`config.mk`:
```
export PLATFORM = sky130hd
export DESIGN_NAME = rrhc_ctrl
export DESIGN_NICKNAME = d
export VERILOG_FILES = /design/src/rtl/redirect_route_hash_cache_core_assert.svh /design/src/rtl/rrhc_pkg.sv /design/src/rtl/rrhc_ctrl.sv
export SDC_FILE = /design/constraint.sdc
export NUM_CORES = 1
export LEC_CHECK = 0
export BUFFER_PORTS_ARGS = -buffer_cell sky130_fd_sc_hd__buf_4
export CORE_AREA = 2 2 39 41
export CTS_BUF_LIST = sky130_fd_sc_hd__clkbuf_2
export DETAILED_ROUTE_END_ITERATION = 10
export DIE_AREA = 0 0 41 43
export GPL_ROUTABILITY_DRIVEN = 1
export PLACE_DENSITY = 0.34
export SLEW_MARGIN = 40
export SYNTH_ARGS = -nofsm -noshare
export SYNTH_HDL_FRONTEND = slang
export SYNTH_SLANG_ARGS = --single-unit
```
`constraint.sdc`:
```
create_clock -name clk -period 3.1 [get_ports clk]
set_clock_uncertainty 0.15 [all_clocks]
set_input_delay 0.775 -clock clk [delete_from_list [all_inputs] [get_ports clk]]
set_output_delay 0.775 -clock clk [all_outputs]
set_load 0.005 [all_outputs]
```
`src/rtl/redirect_route_hash_cache_core_assert.svh`:
```
// Assertion macros for the redirect route hash cache core.
// Used by files that include this header; needs clk and arst_n in scope.
`ifndef REDIRECT_ROUTE_HASH_CACHE_CORE_ASSERT_SVH
`define REDIRECT_ROUTE_HASH_CACHE_CORE_ASSERT_SVH

// Same-cycle implication, disabled during reset
`define RRHC_ASSERT_NOW(label, ante, cons, msg) \
	label: assert property (@(posedge clk) disable iff (!arst_n) (ante) |-> (cons)) \
		else $error(msg);

// Next-cycle implication, disabled during reset
`define RRHC_ASSERT_NEXT(label, ante, cons, msg) \
	label: assert property (@(posedge clk) disable iff (!arst_n) (ante) |=> (cons)) \
		else $error(msg);

`endif

```
`src/rtl/rrhc_pkg.sv`:
```
// Package for the redirect route hash cache: default sizes, word types,
// controller states, control/status structs and the bucket hash.
package rrhc_pkg;

	localparam int BUCKETS_DEF = 128;
	localparam int ENTRIES_DEF = 256;
	localparam int SUM_W       = 10;

	localparam logic CMD_CHECK = 1'b0;
	localparam logic CMD_ADD   = 1'b1;

	typedef struct packed {
		logic        cmd;
		logic [31:0] host_address;
		logic [31:0] gateway_address;
	} in_t;

	typedef struct packed {
		logic        found;
		logic [31:0] gateway_result;
		logic        table_full;
	} out_t;

	typedef enum logic [1:0] {
		ST_CLEAR,
		ST_IDLE,
		ST_HEAD,
		ST_ENTRY
	} state_t;

	typedef struct packed {
		logic clear;
		logic accept;
		logic in_head;
		logic in_entry;
		logic finish;
	} ctl_t;

	typedef struct packed {
		logic clear_last;
		logic link_zero;
		logic match;
	} sts_t;

	// Sum of the four address bytes
	function automatic logic [SUM_W-1:0] byte_sum(input logic [31:0] addr);
		byte_sum = SUM_W'(addr[7:0]) + SUM_W'(addr[15:8]) +
		           SUM_W'(addr[23:16]) + SUM_W'(addr[31:24]);
	endfunction

endpackage

```
`src/rtl/rrhc_ctrl.sv`:
```
// Controller state machine for the redirect route hash cache.
// Depends on rrhc_pkg for states and control/status structs.
module rrhc_ctrl (
	input  logic          clk,
	input  logic          arst_n,
	input  logic          start,
	input  rrhc_pkg::sts_t sts,
	output rrhc_pkg::ctl_t ctl,
	output logic          busy
);

	rrhc_pkg::state_t state_q, state_nxt;

	// State register; reset enters the bucket clearing pass
	always_ff @(posedge clk or negedge arst_n) begin
		if (!arst_n) begin
			state_q <= rrhc_pkg::ST_CLEAR;
		end else begin
			state_q <= state_nxt;
		end
	end

	// Next state
	always_comb begin
		state_nxt = state_q;
		unique case (state_q)
			rrhc_pkg::ST_CLEAR: begin
				if (sts.clear_last) state_nxt = rrhc_pkg::ST_IDLE;
			end
			rrhc_pkg::ST_IDLE: begin
				if (start) state_nxt = rrhc_pkg::ST_HEAD;
			end
			rrhc_pkg::ST_HEAD: begin
				state_nxt = sts.link_zero ? rrhc_pkg::ST_IDLE : rrhc_pkg::ST_ENTRY;
			end
			rrhc_pkg::ST_ENTRY: begin
				if (sts.match || sts.link_zero) state_nxt = rrhc_pkg::ST_IDLE;
			end
			default: state_nxt = rrhc_pkg::ST_CLEAR;
		endcase
	end

	// Outputs
	always_comb begin
		ctl      = '0;
		busy     = 1'b1;
		unique case (state_q)
			rrhc_pkg::ST_CLEAR: begin
				ctl.clear = 1'b1;
			end
			rrhc_pkg::ST_IDLE: begin
				busy       = 1'b0;
				ctl.accept = start;
			end
			rrhc_pkg::ST_HEAD: begin
				ctl.in_head = 1'b1;
				ctl.finish  = sts.link_zero;
			end
			rrhc_pkg::ST_ENTRY: begin
				ctl.in_entry = 1'b1;
				ctl.finish   = sts.match || sts.link_zero;
			end
			default: begin
				ctl = '0;
			end
		endcase
	end

endmodule

```
==> reports/metrics.cfg, run 1 <==
[clock_network]
htree_levels = 1
cts_sinks = 2
cts_tree = done
cts_root_buf = clkbuf_2
cts-resized-gates = 0
clkSlewWorstSetupHoldPaths_ns = 0.03
postCtsSetupBuffers = 0
cts_buffer_depth = 2
clkLatencyLatePin_ns = 0.19
cts_buffers = 3
cts_hold_buf = 0

[floorplan]
rows = 14
coreArea_sq_um = 1380
dieArea_sq_um = 1760
initial_utilization_pct = 15.0
die-height_microns = 43
boundaryPins = 12
die_w_microns = 41

[run]
maxCapViolCount = 0

[drt]
dr.pass1.iters = 4
postRouteAntennaNets = 0
drt_wl_total_microns = 432
drc = 0
via_per_inst = 3.66
drtIter0Drc = 5
wire_per_inst_microns = 8.15
num_vias = 194

[placed_design]
gp_congestion = 0.569
hpwl_microns = 357
dpl.cell_count = 50
port_buffers = 11
dp_slack_ns = 0.910
placed_area_sq_um = 310

[layout]
nets = 51
largest_reg_flops = 2
area_growth_pct = 56.6
top_regs = state_q (2)
top_register = state_q
diodes = 0
drive_gt1_share_pct = 37.8
fin_cells = 53
fin_area_sq_um = 325

[synth]
avgSynthCellArea_sq_um = 9.03
yosysWarnings = 0
synth.top_cells.by_count = ha_1 (6), inv_1 (5), nor2_1 (3), dfrtp_1 (2), mux2i_1 (2)
ys_ff_latch = 2
async_flop_share_pct = 100
synth_edf_count = 0
synth_top_area_share_pct = 36.1
yosysMostFrequentCell = ha_1
netlist_top_cells_area = ha_1 (36%), dfrtp_1 (24%), mux2i_1 (9.6%), inv_1 (9.0%), nor2_1 (5.4%)
synth_nets = 35
synthCells = 23
netlist.top_cell.by_area = ha_1
synth_cell_types = 10
seq_area_frac_synth_pct = 24.1
syn_area_sq_um = 208
synth_ff_type = dfrtp_1

[critical_path]
max_stage_delay_ns = 0.41
critPathRequiredTime_ns = 2.17
cp_top_family = flip-flops
cpMaxStageDelayCell = dfrtp_1
path_cells = inv_1 -> ha_1 -> nor2_1 -> nor3_1 -> buf_4
criticalPathCategory = flop to output port
cp.arrival_ns = 1.32
crit_buf_inv = 2
start_kind = flop
crit_fanout = 4
end_kind = output port

[pwr]
peakVddDrop_mv = 0.310
power_density_nw_per_um2 = 765
leakage_nw = 0.193
finalPower_uw = 249

[outcome]
status = finished, final reports clean

[sta]
maxSlewViolCount = 0
fmax_mhz = 445
final_hold_viol_count = 0
finalSetupTns_ns = 0
fin_ws_ns = 0.852
relSlewSlack_pct = 68.2
setup_viol = 0
final.min_clock_period_ns = 2.25
period_share_pct = 72.5
worst_pin_slew_ns = 0.478
rsz0062_at_grt = false

[global_route]
grt_pass1_wl_microns = 538
grt_overflow = 0
antenna_found_initial = 0
grt_max_degree = 6
grt_pass1_vias = 148
grt_use_total_pct = 4.62

[hold_path]
holdCritPathClass = input pin to async pin

-- layer usage --
metal	vias to the layer above	routed length (microns)	global-route usage, %
met2	10	183	5.94
met4	0	0	4.00
met1	81	194	5.79
met5	-	0	0
li1	103	-	-
met3	0	54	1.57
-- placed cells by master (no fill, tap or decap), drive strengths merged --
cell	instances
nor3	1
and2b	1
ha	6
nor2	3
clkbuf	3
o21ai	1
buf	11
a222oi	1
a21oi	1
dfrtp	2
mux2i	2
inv	5
-- cells by family (layout without fill, tap and decap cells) --
logic type | after synthesis | in the layout | synth area share [%]
buffers and inverters | 5 | 19 | 9.04
AO/OA/AOI/OAI | 3 | 3 | 9.63
multiplexers | 2 | 2 | 9.64
AND/OR/NAND/NOR | 5 | 5 | 11.4
adder cells (fa/ha/maj) | 6 | 6 | 36.1
flip-flops | 2 | 2 | 24.1
-- final cells by class --
cell class	instances	area (sq um)
flip-flops and latches	2	50.0
inverters	5	18.8
fillers	149	1060
multi-input cells	16	139
repair buffers	11	82.6
well taps	16	20.0
clock buffers	3	15.0
-- path summary, 6_finish.rpt --
check	from	endpoint	slack, ns	cells after the start
max reg2reg	state_q[0]	state_q[1]	1.40	4
min in group clk	state_q[1]	state_q[1]	0.51	2
min	arst_n	state_q[0]	0.21	1
max	state_q[0]	ctl[0]	0.85	5
min reg2reg	state_q[1]	state_q[1]	0.51	2
max in group asynchronous	arst_n	state_q[1]	2.50	1
-- power by group --
group / internal, mW / switching (mW)
sequential: 0.0391 / 0.0145
clock: 0.0257 / 0.0147
combinational: 0.0827 / 0.0720
-- metrics by stage --
| step | util (%) | hold WS (ns) |
|---|---|---|
| after floorplan | - | 0.329 |
| after global placement | 22.4 | 0.407 |
| after detailed placement | 22.4 | 0.409 |
| after CTS | 23.5 | 0.190 |
| after global routing | 23.5 | 0.191 |
| final | 23.5 | 0.206 |
-- worst reg2reg max path: stages, from the launching register on --
cell	delay, ns
dfrtp_1	0.39
inv_1	0.11
ha_1	0.23
a222oi_1	0.48
mux2i_1	0.26
Note: power is estimated with default switching activity, not from simulation.
==> run 2, diff against run 1 <==
==> constraint.sdc (replaced) <==
create_clock -name clk -period 2.1 [get_ports clk]
set_clock_uncertainty 0.15 [all_clocks]
set_input_delay 0.525 -clock clk [delete_from_list [all_inputs] [get_ports clk]]
set_output_delay 0.525 -clock clk [all_outputs]
set_load 0.005 [all_outputs]
==> reports/metrics.cfg, run 2 (same netlist as run 1, synthesis figures left out) <==
[outcome]
status = finished, final reports clean

[hold_path]
holdCritPathClass = flop to flop

[run]
maxCapViolCount = 0

[clock_network]
cts_sinks = 2
cts_tree = done
cts_buffers = 3
cts_buffer_depth = 2
cts_root_buf = clkbuf_2
clkSlewWorstSetupHoldPaths_ns = 0.03
clkLatencyLatePin_ns = 0.19
htree_levels = 1
postCtsSetupBuffers = 0

[sta]
final_hold_viol_count = 0
relSlewSlack_pct = 67.2
rsz0062_at_grt = false
period_share_pct = 92.2
final.min_clock_period_ns = 1.94
maxSlewViolCount = 0
whs_ns = 0.491
fin_ws_ns = 0.164
worst_pin_slew_ns = 0.492
fmax_mhz = 517
setup_viol = 0
finalSetupTns_ns = 0

[layout]
multi_input_area_sq_um = 139
area_growth_pct = 61.4
drive_gt1_share_pct = 39.5
regArea_sq_um = 50.0
diodes = 0
most-common-layout-cells = buf_4 (11), ha_1 (6), inv_1 (4)
nets = 52
layout_commonest_cell = buf_4
top_regs = state_q (2)
fill_cells = 162
fin_area_sq_um = 335
top_register = state_q
largest_reg_flops = 2

[critical_path]
cp_top_family = flip-flops
criticalPathCategory = flop to output port
cpMaxStageDelayCell = dfrtp_1
crit_fanout = 4
crit_buf_inv = 2
end_kind = output port
max_stage_delay_ns = 0.41
start_kind = flop
critPathRequiredTime_ns = 1.42
path_cells = inv_2 -> ha_1 -> nor2_1 -> nor3_1 -> buf_4
cp.arrival_ns = 1.26

[drt]
postRouteAntennaNets = 0
dr.pass1.iters = 4
drtIter0Drc = 2
num_vias = 195
drt_wl_total_microns = 475
via_per_inst = 3.61
drc = 0
wire_per_inst_microns = 8.80

[global_route]
grt_pass1_vias = 205
grt_max_degree = 6
grt_pass1_wl_microns = 779
grt_overflow = 0
antenna_found_initial = 0
grt_use_total_pct = 6.73

[pwr]
peakVddDrop_mv = 0.533
leakage_nw = 0.196
power_density_nw_per_um2 = 1110
sw_frac_of_total_pct = 41.0
comb_power_share_pct = 62.1
finalPower_uw = 372
p_switching_uw = 152
intPower_uw = 219
pwr-share-clk_pct = 15.9
seq_power_share_pct = 21.9

[placed_design]
port_buffers = 11
placed_area_sq_um = 310
dp_slack_ns = 0.323
gp_congestion = 0.598

[floorplan]
die-height_microns = 43
coreArea_sq_um = 1380
initial_utilization_pct = 15.0
die_w_microns = 41
dieArea_sq_um = 1760
rows = 14
boundaryPins = 12

==> run 2: changes by cell type in the layout (fill, tap and decap cells not counted), sizes merged <==
cell	previous run	this run
dlygate4sd3	0	1
==> run 2: path summary, 6_finish.rpt <==
kind	startpoint	end	slack, ns	cells after the start
max in group asynchronous	arst_n	state_q[1]	1.20	2
worst min register to register	state_q[0]	state_q[0]	0.49	2
worst max register to register	state_q[1]	state_q[1]	0.39	4
worst max-delay path	state_q[0]	ctl[0]	0.16	5
min in group asynchronous	arst_n	state_q[0]	0.51	2
worst min-delay path	state_q[0]	state_q[0]	0.49	2
==> run 2: final cells by class <==
type                            count  share of cell area [%]
Clock buffer                        3                    4.48
Inverter                            5                    5.60
Multi-Input combinational cell     16                    41.4
Sequential cell                     2                    14.9
Tap cell                           16                    5.97
Timing Repair Buffer               12                    27.6
==> run 2: repair_timing <==
item / in CTS / in global routing
setup endpoints to repair: 0 / 1
resized for setup: 0 / 1
endpoints found under the hold margin: 2 / 0
hold buffers: 1 / 0
==> run 2: through the flow <==
step	std cells	util, %
detailed placement	50	22.4
global placement	50	22.4
global route	54	24.2
CTS	54	24.2
floorplan	23	-
finish	54	24.2
==> run 2: layer usage <==
metal	vias to the layer above	wire length, microns	GRT usage, %
li1	106	-	-
met1	79	206	7.74
met2	10	212	9.69
met3	0	56	1.57
met4	0	0	6.00
met5	-	0	0
==> run 2: worst register-to-register path, stage by stage, from the launching register on <==
cell and delay, ns:
dfrtp_1 0.41, inv_1 0.10, ha_1 0.23, a222oi_1 0.49
mux2i_1 0.25
==> run 2: power groups by stage <==
stage | clock, mW | combinational [mW] | sequential [mW]
after global routing | 0.0691 | 0.271 | 0.0850
after global placement | 0 | 0.239 | 0.0785
after floorplan | 0 | 0.137 | 0.0749
after CTS | 0.0666 | 0.236 | 0.0804
after detailed placement | 0 | 0.234 | 0.0809
final | 0.0592 | 0.231 | 0.0814
==> run 3, diff against run 2 <==
==> constraint.sdc (replaced) <==
create_clock -name clk -period 1.8 [get_ports clk]
set_clock_uncertainty 0.15 [all_clocks]
set_input_delay 0.45 -clock clk [delete_from_list [all_inputs] [get_ports clk]]
set_output_delay 0.45 -clock clk [all_outputs]
set_load 0.005 [all_outputs]
==> reports/metrics.cfg, run 3 (same netlist as run 1, synthesis figures left out) <==
[clock_network]
cts_sinks = 2
cts_tree = done
cts_buffers = 3
clkLatencyLatePin_ns = 0.19
clkSlewWorstSetupHoldPaths_ns = 0.03
cts_root_buf = clkbuf_2
htree_levels = 1
cts_buffer_depth = 2

[drt]
num_vias = 220
drtIter0Drc = 2
postRouteAntennaNets = 0
dr.pass1.iters = 4
drc = 0
drt_wl_total_microns = 518
wire_per_inst_microns = 9.09
via_per_inst = 3.86

[placed_design]
placed_area_sq_um = 310
dpl.cell_count = 50
gp_congestion = 0.611
port_buffers = 11
hpwl_microns = 360

[sta]
period_share_pct = 98.5
final_hold_viol_count = 0
worst_pin_slew_ns = 0.262
relSlewSlack_pct = 82.5
setup_viol = 0
fmax_mhz = 564
maxSlewViolCount = 0
final.min_clock_period_ns = 1.77
finalSetupTns_ns = 0
rsz0062_at_grt = true

[global_route]
grt_use_total_pct = 5.72
grt_overflow = 0
antenna_found_initial = 0
grt_pass1_wl_microns = 655
grt_pass1_vias = 180
grt_max_degree = 6

[hold_path]
holdCritPathClass = input pin to async pin

[pwr]
peakVddDrop_mv = 0.632
power_density_nw_per_um2 = 1430
leakage_nw = 0.212

[floorplan]
boundaryPins = 12
initial_utilization_pct = 15.0
die-height_microns = 43
dieArea_sq_um = 1760
coreArea_sq_um = 1380
rows = 14
die_w_microns = 41

[critical_path]
critPathRequiredTime_ns = 1.20
criticalPathCategory = flop to output port
rr_startpoint = state_q[0]
crit_fanout = 5
end_kind = output port
start_kind = flop
reg2reg_depth = 6
rr_endpoint = state_q[1]
rrSetupSlack_ns = 0.12
cp.arrival_ns = 1.17

[layout]
drive_gt1_share_pct = 65.9
fill_cells = 152
most-common-layout-cells = buf_4 (13), inv_1 (3), ha_4 (3), ha_1 (3), clkbuf_2 (3)
diodes = 0
fin_util_pct = 30.6
multi_input_area_sq_um = 196
nets = 55
fin_cells = 57
layout_commonest_cell = buf_4
largest_reg_flops = 2
regArea_sq_um = 51.3
fin_area_sq_um = 423
area_growth_pct = 104
top_regs = state_q (2)
top_register = state_q

[run]
maxCapViolCount = 0

[outcome]
status = finished, final reports clean

[run 3: critical path, stage by stage (launching register included)]
cell     delay, ns
dfrtp_2       0.45
ha_1          0.23
a21oi_2       0.12
nor3_2        0.04
buf_4         0.14
[run 3: final cells by class]
cell class,count,share of cell area [%]
multi-input combinational,16,46.4
timing repair buffer,15,28.1
sequential,2,12.1
inverter,5,5.03
tap,16,4.73
clock buffer,3,3.55
[run 3: through the flow]
step	hold slack (ns)	setup slack, ns	power, mW
after floorplan	0.00441	0.223	0.248
after global placement	0.0818	0.112	0.362
final	0.424	0.0273	0.606
after detailed placement	0.0840	0.0830	0.364
after global routing	0.419	-0.0300	0.668
after CTS	0.407	0.00338	0.540
[run 3: worst max path at each step]
stage	startpoint	endpoint	slack (ns)	cells past startpoint
global placement	state_q[0]	ctl[0]	0.11	5
CTS	state_q[0]	ctl[0]	0.003	5
floorplan	state_q[0]	state_q[0]	0.22	4
finish	state_q[1]	ctl[0]	0.03	4
global route	state_q[1]	ctl[0]	-0.03	4
detailed placement	state_q[0]	state_q[1]	0.08	4
[run 3: routing by layer]
| layer | global-route usage, % | share of wire (%) |
|---|---|---|
| met3 | 3.14 | 11 |
| met4 | 4.00 | 0 |
| met1 | 6.75 | 42 |
| met2 | 7.50 | 47 |
| met5 | 0 | 0 |
[run 3: where the power goes]
part           total (mW)  switching (mW)  leakage (nW)  internal [mW]
clock network      0.0694          0.0251        0.0125         0.0443
registers           0.103          0.0339        0.0228         0.0691
logic               0.433           0.187         0.177          0.246
total               0.606           0.246         0.212          0.359
[run 3: timing repair]
action,in CTS,in global routing
resized for setup,8,8
hold buffers,1,0
pin swaps,3,6
buffers inserted,3,0
endpoints found under the setup margin,2,4
endpoints found under the hold margin,2,0
